$ cat src/rtl/core/site_diversity_theta_accumulator_defines.svh
// Assertion macros for the site diversity and theta accumulator.
// Included by the modules that check their own logic; needs clk and rst in scope.
`ifndef SITE_DIVERSITY_THETA_ACCUMULATOR_DEFINES_SVH
`define SITE_DIVERSITY_THETA_ACCUMULATOR_DEFINES_SVH

// Check that the consequent holds in the same cycle as the antecedent.
`define SDTA_ASSERT(label, ante, cons, msg) \
  label: assert property (@(posedge clk) disable iff (rst) (ante) |-> (cons)) \
    else $error(msg);

// Check that the consequent holds in the cycle after the antecedent.
`define SDTA_ASSERT_NEXT(label, ante, cons, msg) \
  label: assert property (@(posedge clk) disable iff (rst) (ante) |=> (cons)) \
    else $error(msg);

`endif

$ cat src/rtl/core/sdta_pkg.sv
// Shared constants, types and the reciprocal table for the theta accumulator.
// No dependencies; imported by every module of the block.
package sdta_pkg;

  localparam int MAX_IND   = 64;
  localparam int FRAC_W    = 24;
  localparam int H_FRAC    = 40;
  localparam int IDX_W     = 6;
  localparam int GT_W      = 2;
  localparam int ACC_W     = 56;
  localparam int MASK_W    = 64;
  localparam int IN_W      = 8;
  localparam int OUT_W     = 2 * ACC_W;
  localparam int CNT_W     = $clog2(MAX_IND + 1);
  localparam int ALT_W     = CNT_W + 1;
  localparam int DEN_W     = 2 * CNT_W + 1;
  localparam int REM_W     = 2 * ALT_W;
  localparam int QUO_W     = FRAC_W + 2;
  localparam int DIV_STEPS = FRAC_W + 2;
  localparam int DSTEP_W   = $clog2(DIV_STEPS);
  localparam int ROM_W     = FRAC_W + 1;

  localparam logic [GT_W-1:0]  GT_MISSING = 2'd3;
  localparam logic [ACC_W-1:0] ACC_MAX    = {ACC_W{1'b1}};

  // One closed site: sample count and alternate allele count
  typedef struct packed {
    logic [ALT_W-1:0] s;
    logic [CNT_W-1:0] n;
  } site_rec_t;

  // Queue fill status seen by both sides
  typedef struct packed {
    logic full;
    logic empty;
  } q_status_t;

  typedef logic [ROM_W-1:0] recip_rom_t [0:MAX_IND];

  // Restoring long division, evaluated at elaboration only
  function automatic logic [127:0] bit_div(input logic [127:0] a, input logic [63:0] d);
    logic [64:0]  r;
    logic [127:0] q;
    r = '0;
    q = '0;
    for (int b = 127; b >= 0; b--) begin
      r = {r[63:0], a[b]};
      q = q << 1;
      if (r >= {1'b0, d}) begin
        r = r - {1'b0, d};
        q[0] = 1'b1;
      end
    end
    return q;
  endfunction

  // Entry n holds 1/H(2n-1), rounded to nearest with ties up
  function automatic recip_rom_t build_recip_rom();
    recip_rom_t   rom;
    logic [63:0]  h;
    logic [127:0] t;
    int           i;
    h = '0;
    i = 1;
    rom[0] = '0;
    for (int n = 1; n <= MAX_IND; n++) begin
      while (i <= 2 * n - 1) begin
        t = bit_div(128'd1 << (H_FRAC + 1), 64'(i));
        h = h + 64'((t + 128'd1) >> 1);
        i++;
      end
      t = bit_div(128'd1 << (H_FRAC + FRAC_W + 1), h);
      rom[n] = ROM_W'((t + 128'd1) >> 1);
    end
    return rom;
  endfunction

  localparam recip_rom_t RECIP_ROM = build_recip_rom();

endpackage

$ cat src/rtl/core/site_diversity_theta_accumulator.sv
// Flow: a monomorphic or empty site goes from the queue via the idle and accumulate states
// to the output register; a polymorphic site also passes the multiply state and the divider.
// Throughput: one genotype per cycle while the queue is not full; the back end takes one site
// at a time; a two-site queue lies between counting and the bit-serial pi division.
// Reset: synchronous active-high rst clears mask, counts, sums, queue and output; no sweep.
module site_diversity_theta_accumulator
  import sdta_pkg::*;
(
  input  logic              clk,
  input  logic              rst,
  input  logic              cfg_we,
  input  logic [MASK_W-1:0] cfg_wdata,   // population_mask
  input  logic              s_tvalid,
  output logic              s_tready,
  input  logic [IN_W-1:0]   s_tdata,     // [5:0] individual_index, [7:6] genotype
  input  logic              s_tlast,     // site_last
  output logic              m_tvalid,
  input  logic              m_tready,
  output logic [OUT_W-1:0]  m_tdata      // [55:0] pi_total, [111:56] theta_total
);

  q_status_t q_status;
  logic      push;
  site_rec_t push_rec;
  logic      pop;
  site_rec_t rd_rec;

  sdta_front u_front (
    .clk       (clk),
    .rst       (rst),
    .cfg_we    (cfg_we),
    .cfg_wdata (cfg_wdata),
    .s_tvalid  (s_tvalid),
    .s_tready  (s_tready),
    .s_tdata   (s_tdata),
    .s_tlast   (s_tlast),
    .q_status  (q_status),
    .push      (push),
    .push_rec  (push_rec)
  );

  sdta_queue u_queue (
    .clk      (clk),
    .rst      (rst),
    .push     (push),
    .push_rec (push_rec),
    .pop      (pop),
    .rd_rec   (rd_rec),
    .status   (q_status)
  );

  sdta_back u_back (
    .clk      (clk),
    .rst      (rst),
    .rd_rec   (rd_rec),
    .q_status (q_status),
    .pop      (pop),
    .m_tvalid (m_tvalid),
    .m_tready (m_tready),
    .m_tdata  (m_tdata)
  );

endmodule

$ cat src/rtl/core/sdta_front.sv
// Front end: holds the population mask, counts sampled individuals per site.
// Depends on sdta_pkg; pushes one record per closed site into sdta_queue.
module sdta_front
  import sdta_pkg::*;
(
  input  logic              clk,
  input  logic              rst,
  input  logic              cfg_we,
  input  logic [MASK_W-1:0] cfg_wdata,
  input  logic              s_tvalid,
  output logic              s_tready,
  input  logic [IN_W-1:0]   s_tdata,   // [5:0] individual_index, [7:6] genotype
  input  logic              s_tlast,   // site_last
  input  q_status_t         q_status,
  output logic              push,
  output site_rec_t         push_rec
);

  logic [MASK_W-1:0] population_mask;
  logic [CNT_W-1:0]  n_cnt;
  logic [ALT_W-1:0]  s_cnt;
  logic [IDX_W-1:0]  idx;
  logic [GT_W-1:0]   gt;
  logic              counted;
  logic              accept;
  logic [CNT_W-1:0]  n_next;
  logic [ALT_W-1:0]  s_next;

  assign idx      = s_tdata[IDX_W-1:0];
  assign gt       = s_tdata[IDX_W+GT_W-1:IDX_W];
  assign s_tready = !q_status.full;
  assign accept   = s_tvalid && s_tready;

  // Classify: in population, index in range, not missing, count not full
  assign counted = population_mask[idx]
                && ((IDX_W+1)'(idx) < (IDX_W+1)'(MAX_IND))
                && (gt != GT_MISSING)
                && (n_cnt < CNT_W'(MAX_IND));
  assign n_next  = n_cnt + CNT_W'(counted);
  assign s_next  = s_cnt + (counted ? ALT_W'(gt) : '0);

  // Hand the closed site to the back end
  assign push       = accept && s_tlast;
  assign push_rec.n = n_next;
  assign push_rec.s = s_next;

  // Write the mask register
  always_ff @(posedge clk) begin
    if (rst) begin
      population_mask <= '0;
    end else if (cfg_we) begin
      population_mask <= cfg_wdata;
    end
  end

  // Advance the counts; clear them when a site closes
  always_ff @(posedge clk) begin
    if (rst) begin
      n_cnt <= '0;
      s_cnt <= '0;
    end else if (accept) begin
      if (s_tlast) begin
        n_cnt <= '0;
        s_cnt <= '0;
      end else begin
        n_cnt <= n_next;
        s_cnt <= s_next;
      end
    end
  end

endmodule

$ cat src/rtl/core/sdta_queue.sv
// Two-entry queue of closed-site records between front and back end.
// Depends on sdta_pkg.
module sdta_queue
  import sdta_pkg::*;
(
  input  logic      clk,
  input  logic      rst,
  input  logic      push,
  input  site_rec_t push_rec,
  input  logic      pop,
  output site_rec_t rd_rec,
  output q_status_t status
);

  site_rec_t  entry [0:1];
  logic       wr_ptr;
  logic       rd_ptr;
  logic [1:0] count;
  logic       do_push;
  logic       do_pop;

  assign status.full  = (count == 2'd2);
  assign status.empty = (count == 2'd0);
  assign do_push      = push && !status.full;
  assign do_pop       = pop && !status.empty;
  assign rd_rec       = entry[rd_ptr];

  // Store a pushed record
  always_ff @(posedge clk) begin
    if (do_push) begin
      entry[wr_ptr] <= push_rec;
    end
  end

  // Advance pointers and fill count
  always_ff @(posedge clk) begin
    if (rst) begin
      wr_ptr <= 1'b0;
      rd_ptr <= 1'b0;
      count  <= 2'd0;
    end else begin
      if (do_push) begin
        wr_ptr <= !wr_ptr;
      end
      if (do_pop) begin
        rd_ptr <= !rd_ptr;
      end
      count <= count + 2'(do_push) - 2'(do_pop);
    end
  end

endmodule

$ cat src/rtl/core/sdta_back.sv
// Back end: per-site pi term by iterative division, theta term from the ROM,
// saturating sums and the output register. Depends on sdta_pkg and the defines.
`include "site_diversity_theta_accumulator_defines.svh"

module sdta_back
  import sdta_pkg::*;
(
  input  logic             clk,
  input  logic             rst,
  input  site_rec_t        rd_rec,
  input  q_status_t        q_status,
  output logic             pop,
  output logic             m_tvalid,
  input  logic             m_tready,
  output logic [OUT_W-1:0] m_tdata    // [55:0] pi_total, [111:56] theta_total
);

  typedef enum logic [3:0] {
    S_IDLE = 4'b0001,
    S_MUL  = 4'b0010,
    S_DIV  = 4'b0100,
    S_ACC  = 4'b1000
  } state_t;

  state_t             state;
  logic [CNT_W-1:0]   site_n;
  logic [ALT_W-1:0]   site_s;
  logic               poly;
  logic [DEN_W-1:0]   den;
  logic [REM_W-1:0]   rem;
  logic [QUO_W-1:0]   quo;
  logic [DSTEP_W-1:0] step;
  logic [ACC_W-1:0]   pi_acc;
  logic [ACC_W-1:0]   theta_acc;
  logic [ACC_W-1:0]   out_pi;
  logic [ACC_W-1:0]   out_theta;
  logic               out_valid;

  logic               rec_poly;
  logic [ALT_W-1:0]   two_n;
  logic [ALT_W-1:0]   two_n_minus_s;
  logic [ALT_W-1:0]   two_n_minus_1;
  logic               rem_ge;
  logic [REM_W-1:0]   rem_sub;
  logic [QUO_W-1:0]   quo_inc;
  logic [ROM_W-1:0]   pi_term;
  logic [ROM_W-1:0]   theta_term;
  logic [ACC_W:0]     pi_sum;
  logic [ACC_W:0]     theta_sum;
  logic [ACC_W-1:0]   pi_next;
  logic [ACC_W-1:0]   theta_next;
  logic               load;

  // Classify the queued site: polymorphic when 0 < s < 2n
  assign rec_poly = (rd_rec.n != '0) && (rd_rec.s != '0) && (rd_rec.s < {rd_rec.n, 1'b0});
  assign pop      = (state == S_IDLE) && !q_status.empty;

  assign two_n         = {site_n, 1'b0};
  assign two_n_minus_s = two_n - site_s;
  assign two_n_minus_1 = two_n - ALT_W'(1);

  // One quotient bit per step
  assign rem_ge  = rem >= REM_W'(den);
  assign rem_sub = rem_ge ? (rem - REM_W'(den)) : rem;

  // Round the pi term, look up the theta term, saturate both sums
  assign quo_inc    = quo + QUO_W'(1);
  assign pi_term    = quo_inc[QUO_W-1:1];
  assign theta_term = RECIP_ROM[site_n];
  assign pi_sum     = {1'b0, pi_acc} + (ACC_W+1)'(pi_term);
  assign theta_sum  = {1'b0, theta_acc} + (ACC_W+1)'(theta_term);
  assign pi_next    = !poly ? pi_acc : (pi_sum[ACC_W] ? ACC_MAX : pi_sum[ACC_W-1:0]);
  assign theta_next = !poly ? theta_acc
                    : (theta_sum[ACC_W] ? ACC_MAX : theta_sum[ACC_W-1:0]);

  assign load     = (state == S_ACC) && (!out_valid || m_tready);
  assign m_tvalid = out_valid;
  assign m_tdata  = {out_theta, out_pi};

  // Sequence one site: latch, multiply and divide (polymorphic sites only), accumulate
  always_ff @(posedge clk) begin
    if (rst) begin
      state <= S_IDLE;
      step  <= '0;
    end else begin
      case (state)
        S_IDLE: begin
          if (!q_status.empty) begin
            state <= rec_poly ? S_MUL : S_ACC;
          end
        end
        S_MUL: begin
          state <= S_DIV;
          step  <= '0;
        end
        S_DIV: begin
          step <= step + DSTEP_W'(1);
          if (step == DSTEP_W'(DIV_STEPS - 1)) begin
            state <= S_ACC;
          end
        end
        S_ACC: begin
          if (load) begin
            state <= S_IDLE;
          end
        end
        default: begin
          state <= S_IDLE;
        end
      endcase
    end
  end

  // Datapath registers of the divider
  always_ff @(posedge clk) begin
    case (state)
      S_IDLE: begin
        site_n <= rd_rec.n;
        site_s <= rd_rec.s;
        poly   <= rec_poly;
      end
      S_MUL: begin
        rem <= REM_W'(REM_W'(site_s) * REM_W'(two_n_minus_s));
        den <= DEN_W'(DEN_W'(site_n) * DEN_W'(two_n_minus_1));
        quo <= '0;
      end
      S_DIV: begin
        quo <= {quo[QUO_W-2:0], rem_ge};
        rem <= rem_sub << 1;
      end
      default: begin
      end
    endcase
  end

  // Hold the running sums
  always_ff @(posedge clk) begin
    if (rst) begin
      pi_acc    <= '0;
      theta_acc <= '0;
    end else if (load) begin
      pi_acc    <= pi_next;
      theta_acc <= theta_next;
    end
  end

  // Output register: hold until taken
  always_ff @(posedge clk) begin
    if (rst) begin
      out_valid <= 1'b0;
    end else if (load) begin
      out_valid <= 1'b1;
    end else if (m_tready) begin
      out_valid <= 1'b0;
    end
  end

  always_ff @(posedge clk) begin
    if (load) begin
      out_pi    <= pi_next;
      out_theta <= theta_next;
    end
  end

  `SDTA_ASSERT(a_div_step_range, state == S_DIV, step < DSTEP_W'(DIV_STEPS), "divider step out of range")
  `SDTA_ASSERT(a_pi_term_le_one, (state == S_ACC) && poly, quo <= QUO_W'(2 ** (FRAC_W + 1)), "pi quotient above one")
  `SDTA_ASSERT_NEXT(a_pi_monotonic, load, pi_acc >= $past(pi_acc), "pi sum decreased")
  `SDTA_ASSERT_NEXT(a_theta_monotonic, load, theta_acc >= $past(theta_acc), "theta sum decreased")

endmodule

$ cat config.mk
export PLATFORM = sky130hd
export DESIGN_NAME = site_diversity_theta_accumulator
export DESIGN_NICKNAME = d
export VERILOG_FILES = /design/src/rtl/core/sdta_pkg.sv /design/src/rtl/core/site_diversity_theta_accumulator.sv /design/src/rtl/core/sdta_front.sv /design/src/rtl/core/sdta_queue.sv /design/src/rtl/core/sdta_back.sv
export VERILOG_INCLUDE_DIRS = /design/src /design/src/rtl/core
export SDC_FILE = /design/constraint.sdc
export NUM_CORES = 1
export LEC_CHECK = 0
export CORE_ASPECT_RATIO = 0.9
export CORE_UTILIZATION = 50
export CTS_CLUSTER_DIAMETER = 60
export DETAILED_ROUTE_END_ITERATION = 8
export DONT_BUFFER_PORTS = 1
export PLACE_DENSITY = 0.71
export SETUP_SLACK_MARGIN = 0.5
export SYNTH_ARGS = -nofsm -noshare
export SYNTH_HDL_FRONTEND = slang
export SYNTH_SLANG_ARGS = --single-unit
export TNS_END_PERCENT = 1
$ cat constraint.sdc
create_clock -name clk -period 6.4 [get_ports clk]
set_input_delay 1.28 -clock clk [delete_from_list [all_inputs] [get_ports clk]]
set_output_delay 1.28 -clock clk [all_outputs]
set_load 0.005 [all_outputs]
==> results_dict.tcl <==
set metrics [dict create \
    netlist_area_sq_um 28300 \
    syn_area_per_cell_sq_um 9.25 \
    hp-class "reg -> reg" \
    grt_max_degree 142 \
    htree_levels 2 \
    max_slew.worst_pin.slew_ps 1280 \
    synthTopCellsByArea "edfxtp_1, dfxtp_1, ha_1" \
    grt_first_pass_wirelength_microns 119000 \
    async_flop_share 0 \
    numPortBuffers 0 \
    grt_setup_unrepaired "true" \
    yosys_warnings 0 \
    path_max_fanout 4 \
    critical_path_arrival_ps 6400 \
    tns_ps 0 \
    synth.distinct_cells 91 \
    fp.dieW_microns 253 \
    setup_viol 0 \
    num_rows 82 \
    min_from "u_front.population_mask[63]" \
    synth_edf_count 215 \
    regToRegStartpoint "u_back.site_s[1]" \
    die_y_microns 228 \
    synthCells 3059 \
    nets 3324 \
    maxCapViolCount 0 \
    die_area_sq_um 57600 \
    io_pins 192 \
    drtAntennaViolNets 0 \
    crit_path_max_incr_delay_ps 510 \
    synth_top_area_frac 0.228 \
    status "finished, final reports clean" \
    antenna_found_initial 2 \
    grt_pass1_vias 22200 \
    routabilityCongestion 0.936 \
    via_count 23200 \
    grt_overflow_total 0 \
    start_util 0.507 \
    clockBufferDepth 3 \
    cp-end-kind "register" \
    fmax_mhz 167 \
    cts.clk_slew.worst_paths_ps 70 \
    crit_top_cell "fa_1" \
    drv_slew 0 \
    cts_made_buffers 45 \
    wirelength_microns 73500 \
    skew_ps 29.0 \
    cpMaxStageDelayCell "fa_1" \
    startpoint "u_back.site_s[1]" \
    track_usage 0.251 \
    ys_ff_latch 421 \
    ys.flop_type "edfxtp_1" \
    syn_nets 3385 \
    period_share 0.935 \
    area_delta_synth_final_pct 8.46 \
    route.detailed.drc 0 \
    worst_ep_required_time_ps 6810 \
    slew_headroom 0.142 \
    synth_commonest_cells "nor2_1, a21oi_1, edfxtp_1" \
    cp-start-kind "register" \
    cts_tree "built" \
    wire_per_inst_microns 19.4 \
    pre_cts_slack_ps 160 \
    root_buffer "clkbuf_16" \
    fin_crit_ps 5990 \
    hold_viol 0 \
    synth.most_common_cell "nor2_1" \
    nFillCells 4860 \
    core-area_sq_um 55800 \
    reg2reg_slack_ps 410 \
    dp_hpwl_microns 52500 \
    cts.sinks 421 \
    worst_slack_ps 413 \
    synth_area_leader_cell "edfxtp_1" \
    path_class "reg -> reg" \
    viasPerCell 6.12 \
    ys_seq_area_frac 0.374 \
    drive_gt1_frac 0.0824 \
    insertion_delay_ps 590 \
    drt_first_iter_violations 2064 \
    dr.pass1.iters 6 \
]
[path summary, 6_finish.rpt]
kind                                 endpoint  cells past startpoint
setup reg to reg               u_back.rem[14]                     25
hold reg to reg   u_front.population_mask[63]                      2
setup / recovery               u_back.rem[14]                     25
hold / removal    u_front.population_mask[63]                      2
[state kept, by name, indices dropped and copies added (netlist names), named ones only]
name	count
u_back.den	15
u_back.m_tvalid	1
u_back.out_pi	56
u_back.out_theta	56
u_back.pi_acc	56
u_back.poly	1
u_back.quo	26
u_back.rem	16
u_back.site_n	7
u_back.site_s	8
u_back.state	4
u_back.step	5
u_back.theta_acc	56
u_front.n_cnt	7
u_front.population_mask	64
u_front.s_cnt	8
u_queue.count	2
u_queue.entry	30
u_queue.rd_ptr	1
u_queue.wr_ptr	1
[per-stage QoR]
| step | hold WS (ps) | utilization | std cells | instance area (sq um) |
|---|---|---|---|---|
| 5_1_grt | 514 | 0.550 | 3791 | 30700 |
| 3_5_place_dp | 480 | 0.521 | 3701 | 29100 |
| 6_report | 497 | 0.550 | 3792 | 30700 |
| 2_1_floorplan | 450 | - | 3059 | 28400 |
| 3_3_place_gp | 467 | 0.521 | 3701 | 29100 |
| 4_1_cts | 492 | 0.549 | 3789 | 30600 |
[what timing repair did]
action / in CTS / in global routing
pin swaps: 17 / 9
setup endpoints to repair: 5 / 64
gates resized for setup: 10 / 11
buffers inserted: 5 / 1
hold buffers: 0 / 0
[cell usage in the layout (no fill, tap or decap), drive strengths merged, types with 34 or more instances in the layout]
cell type,instances
nor2b,34
nand2,177
clkbuf,60
o21ai,178
nor3,63
inv,187
edfxtp,215
fa,70
ha,178
buf,54
a21oi,236
nand3,69
nand2b,41
mux2i,91
dfxtp,206
a31oi,78
xnor2,88
and2,85
and3,51
nand4,35
xor2,58
nor2,343
[logic make-up (layout without fill, tap and decap cells)]
group                      Yosys count  count (layout)  share of synthesized area
and+or+nand+nor                    984             984                      0.169
AOI/OAI and AO/OA                  780             780                      0.177
DFF                                421             421                      0.374
buffers and inverters              345             320                     0.0475
adders and majority gates          248             248                      0.128
xor gates and xnor gates           146             146                     0.0452
muxes                              135             135                     0.0588
other                                0               2                          0
[cell type report]
class	count	area, sq um	share of cell area
sequential	421	10600	0.345
tap	756	946	0.0308
clock buffer	60	1270	0.0414
multi-input combinational	2293	16600	0.539
clock inverter	23	246	0.00803
timing repair buffer	54	405	0.0132
antenna	2	5.00	0.000163
inverter	183	692	0.0225
[routing by layer]
| metal | GRT usage | share of wire | wire (microns) | vias to the layer above |
|---|---|---|---|---|
| met4 | 0.0608 | 0.022 | 1610 | 0 |
| met2 | 0.393 | 0.45 | 33200 | 869 |
| met1 | 0.354 | 0.45 | 32900 | 11200 |
| met5 | 0 | 0 | 0 | - |
| li1 | - | - | - | 11000 |
| met3 | 0.0533 | 0.079 | 5840 | 140 |
[worst max-delay path, delay by kind of cell, from the launching register on]
| kind | cells | cell delay, ps |
|---|---|---|
| fa+ha+maj | 6 | 2340 |
| buf+inv | 4 | 250 |
| simple gates | 4 | 740 |
| compound gates | 11 | 2110 |
| flops | 1 | 410 |
Power is left out: the tool's default activity adds up to more than one toggle a clock period on the data nets, which glitch-free logic cannot reach.
